--- src/rtl/hkvt_pkg.sv ---
// Shared types and constants of the hashed key-value table.
package hkvt_pkg;

  typedef enum logic [1:0] {
    ACT_INSERT = 2'd0,
    ACT_REMOVE = 2'd1,
    ACT_FIND   = 2'd2,
    ACT_NONE   = 2'd3
  } action_e;

  typedef enum logic [1:0] {
    ST_OK        = 2'd0,
    ST_DUPLICATE = 2'd1,
    ST_NOT_FOUND = 2'd2,
    ST_FULL      = 2'd3
  } status_e;

  localparam logic CFG_KEY_BYTES    = 1'b0;
  localparam logic CFG_BUCKET_COUNT = 1'b1;

  typedef struct packed {
    logic [1:0]  action;
    logic [63:0] key;
    logic signed [31:0] value;
  } in_word_t;

  typedef struct packed {
    logic [1:0]  status;
    logic signed [31:0] value_out;
    logic [6:0]  entry_count;
  } out_word_t;

  // Front-end states: hash the key bytes, reduce the sum, then push the word.
  typedef enum logic [1:0] {
    FS_IDLE,
    FS_HASH,
    FS_MOD,
    FS_PUSH
  } front_state_e;

  // Back-end states: scan the bucket ways, then commit and deliver.
  typedef enum logic [1:0] {
    BS_IDLE,
    BS_SCAN,
    BS_COMMIT,
    BS_OUT
  } back_state_e;

endpackage

--- src/rtl/hkvt_front.sv ---
// Front end: accepts a word, hashes the key bytes and reduces modulo the bucket count.
module hkvt_front #(
  parameter int BUCKETS   = 16,
  parameter int KEY_BYTES = 8,
  parameter int BW        = 4
) (
  input  logic              clk_i,
  input  logic              rst_ni,
  input  logic              in_valid,
  output logic              in_stall,
  input  hkvt_pkg::in_word_t in_word_i,
  input  logic [3:0]        key_bytes_i,
  input  logic [4:0]        bucket_count_i,
  output logic              q_valid_o,
  input  logic              q_full_i,
  output hkvt_pkg::in_word_t q_word_o,
  output logic [BW-1:0]     q_bucket_o,
  output logic [63:0]       q_mask_o
);

  // The weighted sum of eight bytes reaches 9180, which needs 14 bits.
  localparam int SUM_W = 14;

  hkvt_pkg::front_state_e state_q, state_d;
  hkvt_pkg::in_word_t word_q;
  logic [3:0]  idx_q, idx_d;
  logic [3:0]  nbytes;
  logic [SUM_W-1:0] sum_q, sum_d;
  logic [8:0]  mod;
  logic [8:0]  buckets_cap;
  logic [63:0] mask;
  logic [22:0] mod_sh;

  // Effective byte count and bucket count, clamped.
  always_comb begin
    nbytes = key_bytes_i;
    if (nbytes == 4'd0) nbytes = 4'd1;
    if (nbytes > 4'(KEY_BYTES)) nbytes = 4'(KEY_BYTES);
    buckets_cap = 9'(BUCKETS);
    mod = {4'd0, bucket_count_i};
    if (mod == 9'd0) mod = 9'd1;
    if (mod > buckets_cap) mod = buckets_cap;
  end

  // Byte mask over the compared key bytes.
  always_comb begin
    for (int b = 0; b < 8; b++) begin
      mask[b*8 +: 8] = (4'(b) < nbytes) ? 8'hFF : 8'h00;
    end
  end

  // Divisor aligned to the current remainder bit.
  assign mod_sh = {14'd0, mod} << idx_q;

  // Next state.
  always_comb begin
    state_d = state_q;
    unique case (state_q)
      hkvt_pkg::FS_IDLE: if (in_valid) state_d = hkvt_pkg::FS_HASH;
      hkvt_pkg::FS_HASH: if (idx_q + 4'd1 >= nbytes) state_d = hkvt_pkg::FS_MOD;
      hkvt_pkg::FS_MOD:  if (idx_q == 4'd0) state_d = hkvt_pkg::FS_PUSH;
      hkvt_pkg::FS_PUSH: if (!q_full_i) state_d = hkvt_pkg::FS_IDLE;
      default:           state_d = hkvt_pkg::FS_IDLE;
    endcase
  end

  // Datapath: one weighted byte per cycle, then one remainder bit per cycle.
  always_comb begin
    idx_d = idx_q;
    sum_d = sum_q;
    unique case (state_q)
      hkvt_pkg::FS_IDLE: begin
        idx_d = 4'd0;
        sum_d = '0;
      end
      hkvt_pkg::FS_HASH: begin
        sum_d = sum_q + SUM_W'(word_q.key[idx_q[2:0]*8 +: 8]) *
                SUM_W'({1'b0, idx_q} + 5'd1);
        idx_d = (idx_q + 4'd1 >= nbytes) ? 4'(SUM_W - 1) : idx_q + 4'd1;
      end
      hkvt_pkg::FS_MOD: begin
        if ({9'd0, sum_q} >= mod_sh) sum_d = sum_q - mod_sh[SUM_W-1:0];
        if (idx_q != 4'd0) idx_d = idx_q - 4'd1;
      end
      default: ;
    endcase
  end

  always_ff @(posedge clk_i or negedge rst_ni) begin
    if (!rst_ni) begin
      state_q <= hkvt_pkg::FS_IDLE;
      idx_q   <= '0;
      sum_q   <= '0;
    end else begin
      state_q <= state_d;
      idx_q   <= idx_d;
      sum_q   <= sum_d;
    end
  end

  always_ff @(posedge clk_i) begin
    if (state_q == hkvt_pkg::FS_IDLE && in_valid) word_q <= in_word_i;
  end

  assign in_stall   = (state_q != hkvt_pkg::FS_IDLE);
  assign q_valid_o  = (state_q == hkvt_pkg::FS_PUSH);
  assign q_word_o   = word_q;
  assign q_bucket_o = BW'(sum_q);
  assign q_mask_o   = mask;

endmodule

--- config.mk ---
export PLATFORM = sky130hd
export DESIGN_NAME = hkvt_front
export DESIGN_NICKNAME = d
export VERILOG_FILES = /design/src/rtl/hkvt_pkg.sv /design/src/rtl/hkvt_front.sv
export SDC_FILE = /design/constraint.sdc
export NUM_CORES = 1
export LEC_CHECK = 0
export BUFFER_PORTS_ARGS = -buffer_cell sky130_fd_sc_hd__buf_2
export CAP_MARGIN = 25
export CELL_PAD_IN_SITES_DETAIL_PLACEMENT = 2
export CELL_PAD_IN_SITES_GLOBAL_PLACEMENT = 2
export CORE_MARGIN = 2
export CORE_UTILIZATION = 34
export CTS_BUF_LIST = sky130_fd_sc_hd__clkbuf_16
export CTS_CLUSTER_SIZE = 8
export DETAILED_ROUTE_END_ITERATION = 8
export PLACE_DENSITY_LB_ADDON = 0.1
export SETUP_SLACK_MARGIN = 0.2
export SLEW_MARGIN = 20
export SYNTH_ARGS = -nofsm -noshare
export SYNTH_HDL_FRONTEND = slang
export SYNTH_SLANG_ARGS = --single-unit
--- constraint.sdc ---
create_clock -name clk_i -period 15.5 [get_ports clk_i]
set_input_delay 0.775 -clock clk_i [delete_from_list [all_inputs] [get_ports clk_i]]
set_output_delay 0.775 -clock clk_i [all_outputs]
set_load 0.02 [all_outputs]
==> key figures <==
STA
  – Fin crit share: 37.1%
  – Hold_ws: 0.337 ns
  – Slew HR: 34.9%
  – Min cycle time layout: 5.75 ns
  – Slew Viols, Final: 0
  – Max Freq: 0.174 GHz
  – Worst clock skew: 0.0207 ns
  – RSZ-0062 raised after global routing: no
  – Worst Max-Slew Pin Slew: 0.969 ns
  – Finish-stage setup viols: 0
  – Total negative slack: 0 ns
  – Final hold viol count: 0

Place
  – GP Congestion: 0.845
  – PortBufs: 270
  – Post-DP HPWL: 23.0 mm

Clock network
  – Worst-Skew Late Latency: 0.43 ns
  – Clock-pin slew on the worst setup and hold paths: 0.07 ns
  – Sink Count: 118
  – Hold_buf cts: 0
  – Number of setup buffers added after CTS: 0
  – H-tree Lvls: 4
  – Clk buf depth: 2
  – CTS tree: done
  – Cts repair resizes: 0
  – Num CTS Buffers: 17
  – Root Buffer: clkbuf_16

Die
  – Die H: 157 um
  – Row count: 55
  – IO Pins: 279
  – Initial core utilization: 34.8%
  – Die ar.: 0.0245 mm^2
  – Core area: 0.0227 mm^2
  – Die extent in x: 157 um

Logic synthesis
  – Yosys top cell by area: edfxtp_1
  – Synth unique cells: 66
  – Synth top cells by count: 98 x edfxtp_1, 66 x inv_1, 61 x buf_4
  – Synth Flop Type: edfxtp_1
  – Warnings, synthesis: 0
  – Sequential share of the synthesized area: 43.5%
  – Syn Area/Cell: 11.3 um^2
  – Synth area leaders: edfxtp_1 37%, fa_1 7.6%, ha_1 7.4%
  – Syn Std Cell Area: 0.00791 mm^2
  – Post-Syn Instances: 698
  – EDFF count, synth: 98
  – Yosys top cell area share: 37.2%
  – #FFs+latches synth: 118
  – Asr flop ratio synth: 16.9%
  – Count leader, synth: edfxtp_1

Pwr
  – Int Pwr: 1.11 mW
  – Lkg Pwr: 4.31 nW
  – Clock power share: 20.6%
  – PwrDens: 214 mW/mm^2
  – Pwr Total: 2.10 mW
  – Combinational power share: 56.7%
  – Sw Ratio: 47.1%
  – IR drop worst, VDD: 0.117 mV
  – Psw: 0.989 mW
  – Sequential Power Share: 22.8%

Cells and area
  – Nets@finish: 1,107
  – Layout cells sized above 1: 37.0%
  – # fillers: 2,424
  – Area Overhead vs Synth: 23.7%

Drt
  – Drt total wl: 28.7 mm
  – WL/cell: 23.5 um
  – Antenna Nets Post-Route: 0
  – DRT iter0 DRCs: 283
  – Via Count: 6,488
  – Vias per inst: 5.31
  – DRC violations left: 0
  – Drt first pass iters: 4

Setup path
  – WP data required: 15.80 ns
  – CP arrival: 6.04 ns
  – Worst Path Class, Setup: reg -> reg
  – CP Launch Type: register
  – CP max FO: 21
  – Critical path endpoint category: register

Flow run
  – Max_cap viols: 0

Status
  – Status: finished clean

Global route
  – Global route overflow: 0
  – Initial antenna violation count: 4
  – Vias in the first global route: 7,346
  – Largest net degree at the start of global routing: 66
  – First-pass GRT wire length: 43.8 mm
  – Total track usage: 24.1%

Worst hold path
  – Min-Delay Path Class: in -> async
## power groups by stage
| stage | Clock (mW) | Sequential, mW | Combinational [mW] |
|---|---|---|---|
| finish | 0.431 | 0.478 | 1.19 |
| global route | 0.448 | 0.488 | 1.32 |
| CTS | 0.439 | 0.480 | 1.20 |
| detailed placement | 0 | 0.484 | 1.18 |
| global placement | 0 | 0.478 | 1.13 |
| floorplan | 0 | 0.514 | 0.796 |
## logic make-up (layout without fill, tap and decap cells)
family                   after synthesis  in the layout  synth area share [%]
AND/OR/NAND/NOR                      167            167                  10.5
other                                  1             12                0.0474
buffers and inverters                150            377                  10.2
adder cells (fa/ha/maj)               77             77                  15.0
multiplexers                          41             41                  7.83
flip-flops                           118            118                  43.5
AO/OA/AOI/OAI                        137            137                  12.0
XOR/XNOR                               7              7                 0.775
## state kept, by name, indices dropped and copies added (netlist names)
register and flops:
q_word_o 98, sum_q 14, idx_q 4, state_q 2
## cell type report
type | count | area [um^2] | share of cell area, %
tap | 285 | 357 | 3.64
antenna | 4 | 10.0 | 0.102
clock inverter | 15 | 209 | 2.14
clock buffer | 17 | 425 | 4.35
timing repair buffer | 275 | 1390 | 14.2
multi-input combinational | 437 | 3690 | 37.7
inverter | 70 | 263 | 2.69
sequential | 118 | 3440 | 35.2
## cells in the final DEF (no fill, tap or decap), types with 16 or more instances in the layout
cell type | synthesis | layout
a21oi_1 | 24 | 24
mux2i_1 | 18 | 18
nand2_1 | 38 | 38
o21ai_0 | 28 | 28
dfrtp_1 | 20 | 19
nor2_1 | 48 | 48
edfxtp_1 | 98 | 98
mux4_2 | 16 | 16
inv_1 | 66 | 66
buf_2 | 6 | 270
clkbuf_16 | 0 | 17
fa_1 | 30 | 30
ha_1 | 47 | 47
## stage by stage
stage / utilization (%) / instance area (um^2) / std cells / setup slack, ns
4_1_cts: 43.0 / 9770 / 1217 / 9.69
2_1_floorplan: - / 7930 / 705 / 10.48
3_5_place_dp: 40.2 / 9140 / 1185 / 9.71
3_3_place_gp: 40.2 / 9140 / 1185 / 9.89
5_1_grt: 43.1 / 9780 / 1220 / 9.37
6_report: 43.1 / 9780 / 1221 / 9.75
## worst max-delay path: stages (launching register included)
cell and delay, ns:
dfrtp_2 0.64, buf_4 0.42, mux4_2 0.55, mux2i_1 0.42, nor2_1 0.14, fa_1 0.50
fa_1 0.55, inv_1 0.06, fa_1 0.54, inv_1 0.05, ha_1 0.36, and3_1 0.22
a221oi_1 0.48, xnor2_1 0.15, a32oi_1 0.18, nor2_1 0.06, mux2_1 0.29
## layer usage
layer | up-vias | routed length (um) | track usage (%) | part of all wire, %
li1 | 2918 | - | - | -
met1 | 3290 | 11100 | 27.0 | 39
met2 | 231 | 15100 | 43.7 | 53
met3 | 49 | 1690 | 6.12 | 5.9
met4 | 0 | 853 | 9.31 | 3.0
met5 | - | 0 | 0 | 0
## path summary, 6_finish.rpt
path,cells after the start,end,from,slack [ns]
max reg2reg,16,sum_q[8],idx_q[0],9.75
max in group asynchronous,1,idx_q[0],rst_ni,14.76
min in group clk_i,1,q_word_o[30],in_word_i[30],0.52
min,1,state_q[0],rst_ni,0.34
max,16,sum_q[8],idx_q[0],9.75
min reg2reg,1,sum_q[8],sum_q[8],0.60
Note: power is estimated with default switching activity, not from simulation.
