### src/rtl/hkvt_queue.sv
// Two-entry queue between the front end and the back end.
module hkvt_queue #(
  parameter int DW = 8
) (
  input  logic          clk_i,
  input  logic          rst_ni,
  input  logic          push_i,
  input  logic [DW-1:0] push_data_i,
  output logic          full_o,
  input  logic          pop_i,
  output logic          valid_o,
  output logic [DW-1:0] data_o
);

  logic [DW-1:0] mem_q [2];
  logic wp_q, rp_q;
  logic [1:0] cnt_q;

  always_ff @(posedge clk_i or negedge rst_ni) begin
    if (!rst_ni) begin
      wp_q  <= 1'b0;
      rp_q  <= 1'b0;
      cnt_q <= '0;
    end else begin
      if (push_i && !full_o) wp_q <= ~wp_q;
      if (pop_i && valid_o) rp_q <= ~rp_q;
      cnt_q <= cnt_q + 2'(push_i && !full_o) - 2'(pop_i && valid_o);
    end
  end

  always_ff @(posedge clk_i) begin
    if (push_i && !full_o) mem_q[wp_q] <= push_data_i;
  end

  assign full_o  = (cnt_q == 2'd2);
  assign valid_o = (cnt_q != 2'd0);
  assign data_o  = mem_q[rp_q];

endmodule

### config.mk
export PLATFORM = sky130hd
export DESIGN_NAME = hkvt_queue
export DESIGN_NICKNAME = d
export VERILOG_FILES = /design/src/rtl/hkvt_queue.sv
export SDC_FILE = /design/constraint.sdc
export NUM_CORES = 1
export LEC_CHECK = 0
export BUFFER_PORTS_ARGS = -buffer_cell sky130_fd_sc_hd__buf_2
export CORE_UTILIZATION = 30
export CTS_CLUSTER_DIAMETER = 120
export CTS_CLUSTER_SIZE = 40
export DETAILED_ROUTE_END_ITERATION = 10
export HOLD_SLACK_MARGIN = 0.02
export PLACE_DENSITY = 0.59
export SETUP_SLACK_MARGIN = 0.02
export SLEW_MARGIN = 20
export SYNTH_ARGS = -nofsm -noshare
export SYNTH_HDL_FRONTEND = slang
export SYNTH_SLANG_ARGS = --single-unit
### constraint.sdc
create_clock -name clk_i -period 1.9 [get_ports clk_i]
set_clock_uncertainty 0.15 [all_clocks]
set_input_delay 0.38 -clock clk_i [delete_from_list [all_inputs] [get_ports clk_i]]
set_output_delay 0.38 -clock clk_i [all_outputs]
set_load 0.01 [all_outputs]
==> results of run 1 <==
## repair_timing
action,in CTS,in global routing
resized for setup,1,3
endpoints found under the setup margin,8,9
endpoints found under the hold margin,4,0
pin swaps,0,1
setup buffers,0,1
hold buffers,1,0
## flip-flops by register name, indices dropped and copies added (netlist names)
name   cells
rp_q       1
cnt_q      2
wp_q       1
mem_q     16
## cell type report
cell class | instances | share of cell area
Clock buffer | 3 | 0.02214
Clock inverter | 1 | 0.02952
Inverter | 2 | 0.007380
Multi-Input combinational cell | 20 | 0.2042
Sequential cell | 20 | 0.5720
Tap cell | 30 | 0.03690
Timing Repair Buffer | 24 | 0.1279
## layer usage
layer	vias to the layer above	track usage
li1	208	-
met1	199	0.1058
met2	15	0.1561
met3	0	0.04310
met4	0	0.01316
met5	-	0
## final timing paths
check / start / end / slack (ns) / cells after the start
hold / removal: push_data_i[4] / mem_q[0][4]$_DFFE_PP_ / 0.12 / 1
setup reg to reg: cnt_q[0]$_DFF_PN0_ / cnt_q[1]$_DFF_PN0_ / 0.06 / 7
hold reg to reg: wp_q$_DFFE_PN0N_ / wp_q$_DFFE_PN0N_ / 0.36 / 1
max in group asynchronous: rst_ni / rp_q$_DFFE_PN0P_ / 1.22 / 2
setup / recovery: cnt_q[0]$_DFF_PN0_ / cnt_q[1]$_DFF_PN0_ / 0.06 / 7
min in group asynchronous: rst_ni / cnt_q[0]$_DFF_PN0_ / 0.25 / 2
## synth_stat cells, drive strengths merged
master	instances
inv	2
mux2	8
xnor2	3
xor2	1
nor2	1
or2	1
nand2b	1
buf	1
ha	2
nand2	1
and2	1
dfrtp	4
and3	1
edfxtp	16
## per-stage QoR
stage               setup slack (ns)  setup TNS, ns    util
floorplan                     0.1089              0       -
global placement             0.09677              0  0.3737
detailed placement           0.07905              0  0.3737
CTS                          0.03992              0  0.3995
global route               -0.001877      -0.001877  0.4106
finish                       0.05684              0  0.4106
## worst max-delay path, cell delays in order (launching register included)
cell and delay, ns:
dfrtp_1 0.43, or2_4 0.26, and2_4 0.16, ha_1 0.26, inv_1 0.06, ha_4 0.16
xnor2_2 0.12, xnor2_1 0.13
## placed cells by master (no fill, tap or decap), drive strengths merged
master / Yosys / layout
buf: 1 / 23
edfxtp: 16 / 16
mux2: 8 / 8
dfrtp: 4 / 4
clkbuf: 0 / 3
xnor2: 3 / 3
inv: 2 / 2
ha: 2 / 2
or2: 1 / 1
and2: 1 / 1
nand2b: 1 / 1
nand2: 1 / 1
and3: 1 / 1
nor2: 1 / 1
xor2: 1 / 1
bufinv: 0 / 1
dlygate4sd3: 0 / 1
## power by group through the flow
stage | logic, mW | clock network, mW | registers (mW)
5_1_grt | 0.599 | 0.367 | 0.717
2_1_floorplan | 0.370 | 0 | 0.655
6_report | 0.543 | 0.337 | 0.700
3_5_place_dp | 0.493 | 0 | 0.704
4_1_cts | 0.494 | 0.350 | 0.696
3_3_place_gp | 0.476 | 0 | 0.701
## cell families after synthesis
group / share of synthesized area
mux: 0.1154
fa+ha+maj: 0.03205
flops: 0.7436
buf+inv: 0.01602
simple gates: 0.04808
xor+xnor: 0.04488
==> impl_metrics.py, run 1 <==
metrics = {
    "power": {
        "irDropWorstVdd_v": 0.001035,
        "power.density_nw_per_um2": 1553,
        "p_leak_nw": 0.4156,
        "combinationalPowerShare": 0.344,
        "internal-power_mw": 1.131,
        "power_frac_seq": 0.443,
        "clockPowerShare": 0.213,
        "finalPower_mw": 1.579,
        "switchingPower_uw": 448.6,
        "power_switching_share": 0.2841,
    },
    "clock_network": {
        "clock_latency_ns": 0.29,
        "htreeDepth": 1,
        "cts_tree": "yes",
        "ctsRootBufferMaster": "clkbuf_4",
        "cts_buffers": 3,
        "clock_sinks": 20,
        "ctsLongestPathBuffers": 2,
        "clk_transition_reported_paths_ns": 0.11,
    },
    "synthesis": {
        "synth_area_per_cell_sq_um": 18.16,
        "yosysTopAreaCellShare": 0.6154,
        "synthDistinctLibCells": 14,
        "synth.top_cells.by_area": "edfxtp_1 62%, dfrtp_1 13%, mux2_2 12%, xnor2_1 3.4%, ha_1 3.2%",
        "yosys.area.top_type": "edfxtp_1",
        "syn_nets": 57,
        "ys_warn_count": 0,
        "synth-seq-area-share": 0.7436,
        "netlist_instances": 43,
        "ys_ff_latch": 20,
        "synthesis.area_sq_um": 780.7,
    },
    "die": {
        "die_w_um": 53.02,
        "die_area_sq_um": 2811,
        "initial_core_util": 0.3152,
        "rows": 18,
        "die_height_um": 53.02,
        "coreArea_sq_um": 2477,
        "boundaryPins": 22,
    },
    "critical_path": {
        "crit_path_start_kind": "flip-flop",
        "cp_max_fo": 3,
        "arrival_ns": 1.88,
        "cp-end-kind": "flip-flop",
        "worstPathRequired_ns": 1.94,
        "criticalPathCategory": "flip-flop to flip-flop",
    },
    "route": {
        "routed-wl-met2_um": 596,
        "top_layer_used": "met3",
        "wirelength_met1_um": 482,
        "vias": 422,
        "wl_per_cell_um": 11.52,
        "drc": 0,
        "first_pass_iters": 4,
        "drt_iter0_markers": 4,
        "ant_nets": 0,
        "finalWirelength_um": 1152,
        "viasPerCell": 4.220,
        "dr_wl_met3_um": 74,
    },
    "global_routing": {
        "grt_usage": 0.09146,
        "antenna_found_initial": 0,
        "grt_pass1_vias": 404,
        "grt_overflow_total": 0,
        "grt_pass1_wl_um": 1759,
        "grt_max_degree": 13,
    },
    "cells_and_area": {
        "syn2layout_area_growth_pct": 30.29,
        "nFillCells": 256,
        "nets": 85,
        "multi_input_area_sq_um": 207.7,
        "drive_gt1_frac": 0.5714,
        "antenna_cells": 0,
        "stdcell_area_sq_um": 1017,
        "register_area_sq_um": 581.8,
        "fin_cells": 100,
    },
    "timing": {
        "worst_pin_slew_ns": 0.3669,
        "rsz0062_at_grt": "true",
        "slew_headroom": 0.7554,
        "min_period_ns": 1.843,
        "hold_slack_ns": 0.1191,
        "slew_violations": 0,
        "finalSetupViolCount": 0,
        "hold_viol_final": 0,
        "max_clock_freq_mhz": 542.5,
        "min_period_over_period": 0.9701,
    },
    "placement": {
        "postPlaceCellArea_sq_um": 925.9,
        "io_buffers": 21,
        "dp_hpwl_um": 809.4,
        "dp_cells": 94,
        "routabilityCongestion": 0.6972,
    },
    "hold_path": {
        "hp-class": "input pin to flip-flop",
    },
    "job": {
        "maxCapViolCount": 0,
    },
    "outcome": {
        "outcome": "complete, no violations",
    },
}
(Power assumes the default switching activity.)
==> run 2: changes to the inputs <==
==> constraint.sdc (replaced) <==
create_clock -name clk_i -period 1.9 [get_ports clk_i]
set_clock_uncertainty 0.15 [all_clocks]
set_input_delay 0.285 -clock clk_i [delete_from_list [all_inputs] [get_ports clk_i]]
set_output_delay 0.285 -clock clk_i [all_outputs]
set_load 0.01 [all_outputs]
==> run 2 against run 1 <==
Utilization grew 2.9 points. Worst setup slack gained 0.0047 ns. Combinational power is essentially flat. Clock-buffer cell count is the same. Design area grew 7.1%. Sequential share of layout area shrank 3.8 points. Critical endpoint unchanged. Largest power group unchanged.
==> impl_metrics.py, run 2 (synthesis gave the netlist of run 1 again) <==
metrics = {
    "global_routing": {
        "grt_usage": 0.09573,
        "antenna_found_initial": 0,
        "grt_pass1_wl_um": 1856,
        "grt_max_degree": 13,
        "grt_pass1_vias": 433,
        "grt_overflow_total": 0,
    },
    "placement": {
        "io_buffers": 21,
        "dp_cells": 94,
        "dp_hpwl_um": 809.4,
        "postPlaceCellArea_sq_um": 925.9,
        "routabilityCongestion": 0.6972,
    },
    "route": {
        "wl_per_cell_um": 11.07,
        "ant_nets": 0,
        "viasPerCell": 4.196,
        "vias": 449,
        "drt_iter0_markers": 4,
        "drc": 0,
        "first_pass_iters": 4,
        "finalWirelength_um": 1185,
    },
    "clock_network": {
        "clock_latency_ns": 0.29,
        "ctsRootBufferMaster": "clkbuf_4",
        "htreeDepth": 1,
        "clock_sinks": 20,
        "clk_transition_reported_paths_ns": 0.11,
        "ctsLongestPathBuffers": 2,
        "cts_tree": "yes",
        "cts_buffers": 3,
        "cts_setup_buffers": 0,
    },
    "critical_path": {
        "regToRegStartpoint": "cnt_q[0]$_DFF_PN0_",
        "criticalPathCategory": "flip-flop to flip-flop",
        "arrival_ns": 1.88,
        "cp_max_fo": 3,
        "crit_path_start_kind": "flip-flop",
        "rr_worst_depth": 7,
        "cp-end-kind": "flip-flop",
        "worstPathRequired_ns": 1.94,
        "r2r_slack_ns": 0.06,
        "r2r_end": "cnt_q[1]$_DFF_PN0_",
    },
    "outcome": {
        "outcome": "complete, no violations",
    },
    "cells_and_area": {
        "drive_gt1_frac": 0.5195,
        "largest_register_ffs": 16,
        "stdcell_area_sq_um": 1090,
        "top_register": "mem_q",
        "mostFrequentLayoutCell": "buf_2",
        "syn2layout_area_growth_pct": 39.58,
        "final_cell_mix": "21 x buf_2, 16 x edfxtp_1, 9 x dlygate4sd3_1",
        "fin_cells": 107,
        "nets": 92,
        "antenna_cells": 0,
        "reg.largest.list": "mem_q x16, cnt_q x2",
        "nFillCells": 249,
    },
    "die": {
        "die_w_um": 53.02,
        "die_height_um": 53.02,
        "initial_core_util": 0.3152,
        "rows": 18,
        "boundaryPins": 22,
        "die_area_sq_um": 2811,
        "coreArea_sq_um": 2477,
    },
    "power": {
        "p_leak_nw": 0.4430,
        "irDropWorstVdd_v": 0.001036,
        "finalPower_mw": 1.581,
        "power.density_nw_per_um2": 1450,
    },
    "job": {
        "maxCapViolCount": 0,
    },
    "hold_path": {
        "whs_endpoint": "rp_q$_DFFE_PN0P_",
        "min_from": "pop_i",
        "hp-class": "input pin to flip-flop",
        "hold_path_depth": 3,
    },
    "timing": {
        "max_clock_freq_mhz": 543.9,
        "fin_setup_tns_ns": 0,
        "rsz0062_at_grt": "false",
        "slew_violations": 0,
        "worst_pin_slew_ns": 0.3670,
        "min_period_over_period": 0.9676,
        "finalSetupViolCount": 0,
        "min_period_ns": 1.838,
        "hold_viol_final": 0,
        "slew_headroom": 0.7554,
    },
}
==> run 2: changes by cell type in the layout (fill, tap and decap cells not counted) <==
cell	previous run	this run
inv_1	2	1
buf_4	2	1
inv_2	0	1
dlygate4sd3_1	1	9
==> run 2: repair_timing <==
item                       4_1_cts  5_1_grt
setup endpoints to repair        1        1
hold endpoints to repair        17        2
gates resized for setup          1        4
hold buffers                     8        1
pin swaps                        0        1
==> run 2: area by class of cell <==
class / instances / area [sq um] / area share
Sequential cell: 20 / 581.8 / 0.5339
Multi-Input combinational cell: 20 / 207.7 / 0.1906
Tap cell: 30 / 37.54 / 0.03444
Inverter: 2 / 7.507 / 0.006889
Clock inverter: 1 / 30.03 / 0.02755
Clock buffer: 3 / 22.52 / 0.02067
Timing Repair Buffer: 31 / 202.7 / 0.1860
==> run 2: per-stage QoR <==
stage / setup slack (ns) / hold WS [ns] / util
2_1_floorplan: 0.1089 / -0.1606 / -
3_3_place_gp: 0.09677 / -0.05362 / 0.3737
3_5_place_dp: 0.07905 / -0.04789 / 0.3737
4_1_cts: 0.05391 / 0.02013 / 0.4278
5_1_grt: 0.02376 / 0.1404 / 0.4399
6_report: 0.06152 / 0.1340 / 0.4399
==> run 2: worst max-delay path by stage <==
stage	depth (start not counted)	end	start	slack (ns)
2_1_floorplan	7	cnt_q[1]$_DFF_PN0_	cnt_q[1]$_DFF_PN0_	0.11
3_3_place_gp	7	cnt_q[1]$_DFF_PN0_	cnt_q[1]$_DFF_PN0_	0.1
3_5_place_dp	7	cnt_q[1]$_DFF_PN0_	cnt_q[1]$_DFF_PN0_	0.08
4_1_cts	7	cnt_q[1]$_DFF_PN0_	cnt_q[1]$_DFF_PN0_	0.05
5_1_grt	7	cnt_q[1]$_DFF_PN0_	cnt_q[1]$_DFF_PN0_	0.02
6_report	7	cnt_q[1]$_DFF_PN0_	cnt_q[0]$_DFF_PN0_	0.06
==> run 2: routing by layer <==
metal | vias to the layer above | part of all wire | GRT usage
met2 | 15 | 0.52 | 0.1667
met1 | 212 | 0.42 | 0.1095
met4 | 0 | 0 | 0.01316
met5 | - | 0 | 0
met3 | 0 | 0.056 | 0.04310
li1 | 222 | - | -
==> run 2: worst max-delay path, stage by stage, from the launching register on <==
cell and delay, ns:
dfrtp_1 0.43, or2_4 0.26, and2_4 0.16, ha_1 0.28
inv_2 0.04, ha_4 0.15, xnor2_2 0.12, xnor2_1 0.13
==> run 2: power by group <==
group	total [mW]	internal (mW)	switching (mW)	leakage, nW
Combinational	0.542	0.303	0.239	0.221
Sequential	0.702	0.615	0.0873	0.194
Clock	0.337	0.213	0.124	0.0279
==> run 3: changes to the inputs <==
PLACE_DENSITY = unset   (was 0.59)
==> run 3 against run 2 <==
Register-to-register slack gained 0.02 ns. Utilization shrank 2.5 points. Worst setup slack gained 0.017 ns. Global-route usage shrank 0.49 points. Final cell count shrank 2.8%. Critical path depth is the same. Routed wire length grew 2.6%. Maximum frequency grew 0.92%.
==> impl_metrics.py, run 3 (synthesis gave the netlist of run 1 again) <==
metrics = {
    "clock_network": {
        "cts_tree": "yes",
        "clock_latency_ns": 0.29,
        "htreeDepth": 1,
        "clock_sinks": 20,
        "cts_buffers": 3,
        "clk_transition_reported_paths_ns": 0.11,
        "ctsRootBufferMaster": "clkbuf_4",
        "ctsLongestPathBuffers": 2,
    },
    "route": {
        "top_layer_used": "met3",
        "wirelength_met1_um": 506,
        "viasPerCell": 4.240,
        "drt_iter0_markers": 3,
        "routed-wl-met2_um": 642,
        "drc": 0,
        "dr_wl_met3_um": 67,
        "vias": 441,
        "first_pass_iters": 2,
        "ant_nets": 0,
        "wl_per_cell_um": 11.69,
        "finalWirelength_um": 1216,
    },
    "power": {
        "irDropWorstVdd_v": 0.0009165,
        "combinationalPowerShare": 0.370,
        "switchingPower_uw": 438.7,
        "clockPowerShare": 0.160,
        "internal-power_mw": 1.041,
        "power_switching_share": 0.2965,
        "power.density_nw_per_um2": 1439,
        "power_frac_seq": 0.471,
        "p_leak_nw": 0.4246,
    },
    "global_routing": {
        "grt_overflow_total": 0,
        "grt_pass1_wl_um": 1731,
        "grt_pass1_vias": 425,
        "grt_max_degree": 12,
        "grt_usage": 0.09080,
        "antenna_found_initial": 0,
    },
    "critical_path": {
        "path_depth": 7,
        "rr_worst_depth": 7,
        "slowest_stage": "dfrtp_1",
        "worstPathRequired_ns": 1.94,
        "arrival_ns": 1.86,
        "r2r_slack_ns": 0.08,
        "regToRegStartpoint": "cnt_q[1]$_DFF_PN0_",
        "crit_chain": "or2_4 > and2_4 > ha_1 > inv_1 > ha_2 > xnor2_2 > xnor2_1",
        "critPathMaxStageDelay_ns": 0.42,
        "critical_path.top_delay_family": "adder cells",
        "crit_path_start_kind": "flip-flop",
        "r2r_end": "cnt_q[1]$_DFF_PN0_",
        "critPathBufInv": 1,
        "cp_max_fo": 3,
        "criticalPathCategory": "flip-flop to flip-flop",
        "cp-end-kind": "flip-flop",
    },
    "cells_and_area": {
        "reg.largest.list": "mem_q x16, cnt_q x2",
        "top_register": "mem_q",
        "syn2layout_area_growth_pct": 31.73,
        "drive_gt1_frac": 0.5541,
        "nFillCells": 251,
        "mostFrequentLayoutCell": "buf_2",
        "final_cell_mix": "21 x buf_2, 16 x edfxtp_1, 8 x mux2_2",
        "nets": 89,
        "largest_register_ffs": 16,
        "multi_input_area_sq_um": 197.7,
        "fin_cells": 104,
        "antenna_cells": 0,
        "register_area_sq_um": 581.8,
    },
    "timing": {
        "max_clock_freq_mhz": 548.9,
        "finalSetupViolCount": 0,
        "slew_headroom": 0.7338,
        "min_period_over_period": 0.9588,
        "rsz0062_at_grt": "false",
        "min_period_ns": 1.822,
        "hold_slack_ns": 0.03659,
        "hold_viol_final": 0,
        "worst_pin_slew_ns": 0.3993,
        "slew_violations": 0,
        "fin_setup_tns_ns": 0,
    },
    "hold_path": {
        "hold_path_depth": 1,
        "whs_endpoint": "mem_q[0][7]$_DFFE_PP_",
        "hp-class": "input pin to flip-flop",
        "min_from": "push_data_i[7]",
    },
    "job": {
        "maxCapViolCount": 0,
    },
    "die": {
        "die_area_sq_um": 2811,
        "coreArea_sq_um": 2477,
        "die_height_um": 53.02,
        "initial_core_util": 0.3152,
        "rows": 18,
        "boundaryPins": 22,
        "die_w_um": 53.02,
    },
    "outcome": {
        "outcome": "complete, no violations",
    },
    "placement": {
        "routabilityCongestion": 0.7003,
        "dp_cells": 94,
        "io_buffers": 21,
        "dp_hpwl_um": 874.3,
    },
}
run 3: cell types whose count changed in the layout (fill, tap and decap cells not counted), sizes merged:
| cell | previous run | this run |
|---|---|---|
| buf | 22 | 24 |
| bufinv | 1 | 0 |
| clkbuf | 3 | 4 |
| dlygate4sd3 | 9 | 4 |
run 3: repair_timing:
action,CTS,global route
gates cloned,0,0
setup endpoints to repair,8,1
hold buffers,3,1
endpoints found under the hold margin,8,2
resized for setup,1,2
setup buffers,0,2
pin swaps,0,3
run 3: metrics by stage:
step           power (mW)  utilization  instance area, sq um  setup slack, ns
4_1_cts             1.445       0.4010                 993.5          0.03699
3_5_place_dp        1.201       0.3737                 925.9          0.06081
2_1_floorplan       1.025            -                 780.7           0.1089
3_3_place_gp        1.180       0.3737                 925.9           0.1036
6_report            1.480       0.4152                  1028          0.07824
5_1_grt             1.582       0.4152                  1028          0.01050
run 3: worst max-delay path by stage:
| stage | from | to | slack, ns |
|---|---|---|---|
| 3_5_place_dp | cnt_q[1]$_DFF_PN0_ | cnt_q[1]$_DFF_PN0_ | 0.06 |
| 4_1_cts | cnt_q[1]$_DFF_PN0_ | cnt_q[1]$_DFF_PN0_ | 0.04 |
| 2_1_floorplan | cnt_q[1]$_DFF_PN0_ | cnt_q[1]$_DFF_PN0_ | 0.11 |
| 5_1_grt | cnt_q[0]$_DFF_PN0_ | cnt_q[1]$_DFF_PN0_ | 0.01 |
| 3_3_place_gp | cnt_q[1]$_DFF_PN0_ | cnt_q[1]$_DFF_PN0_ | 0.10 |
| 6_report | cnt_q[1]$_DFF_PN0_ | cnt_q[1]$_DFF_PN0_ | 0.08 |
run 3: area by class of cell:
type | count | share of cell area
Tap cell | 30 | 0.03650
Sequential cell | 20 | 0.5657
Multi-Input combinational cell | 20 | 0.1922
Inverter | 2 | 0.007299
Clock buffer | 4 | 0.03528
Timing Repair Buffer | 28 | 0.1630
run 3: power groups by stage:
stage	registers (mW)	logic, mW	clock network (mW)
finish	0.696	0.547	0.236
global route	0.713	0.606	0.263
CTS	0.703	0.497	0.244
detailed placement	0.709	0.493	0
global placement	0.703	0.477	0
floorplan	0.655	0.370	0
run 3: worst register-to-register path, delay by kind of cell (launching register included):
family | cells | cell delay, ns
XOR/XNOR | 2 | 0.26
flip-flops | 1 | 0.42
AND/OR/NAND/NOR | 2 | 0.40
adder cells (fa/ha/maj) | 2 | 0.45
buffers and inverters | 1 | 0.04
run 3: routing by layer:
layer	vias up	GRT usage
met1	210	0.09472
li1	218	-
met3	0	0.01724
met2	13	0.1730
met5	-	0
met4	0	0.03947
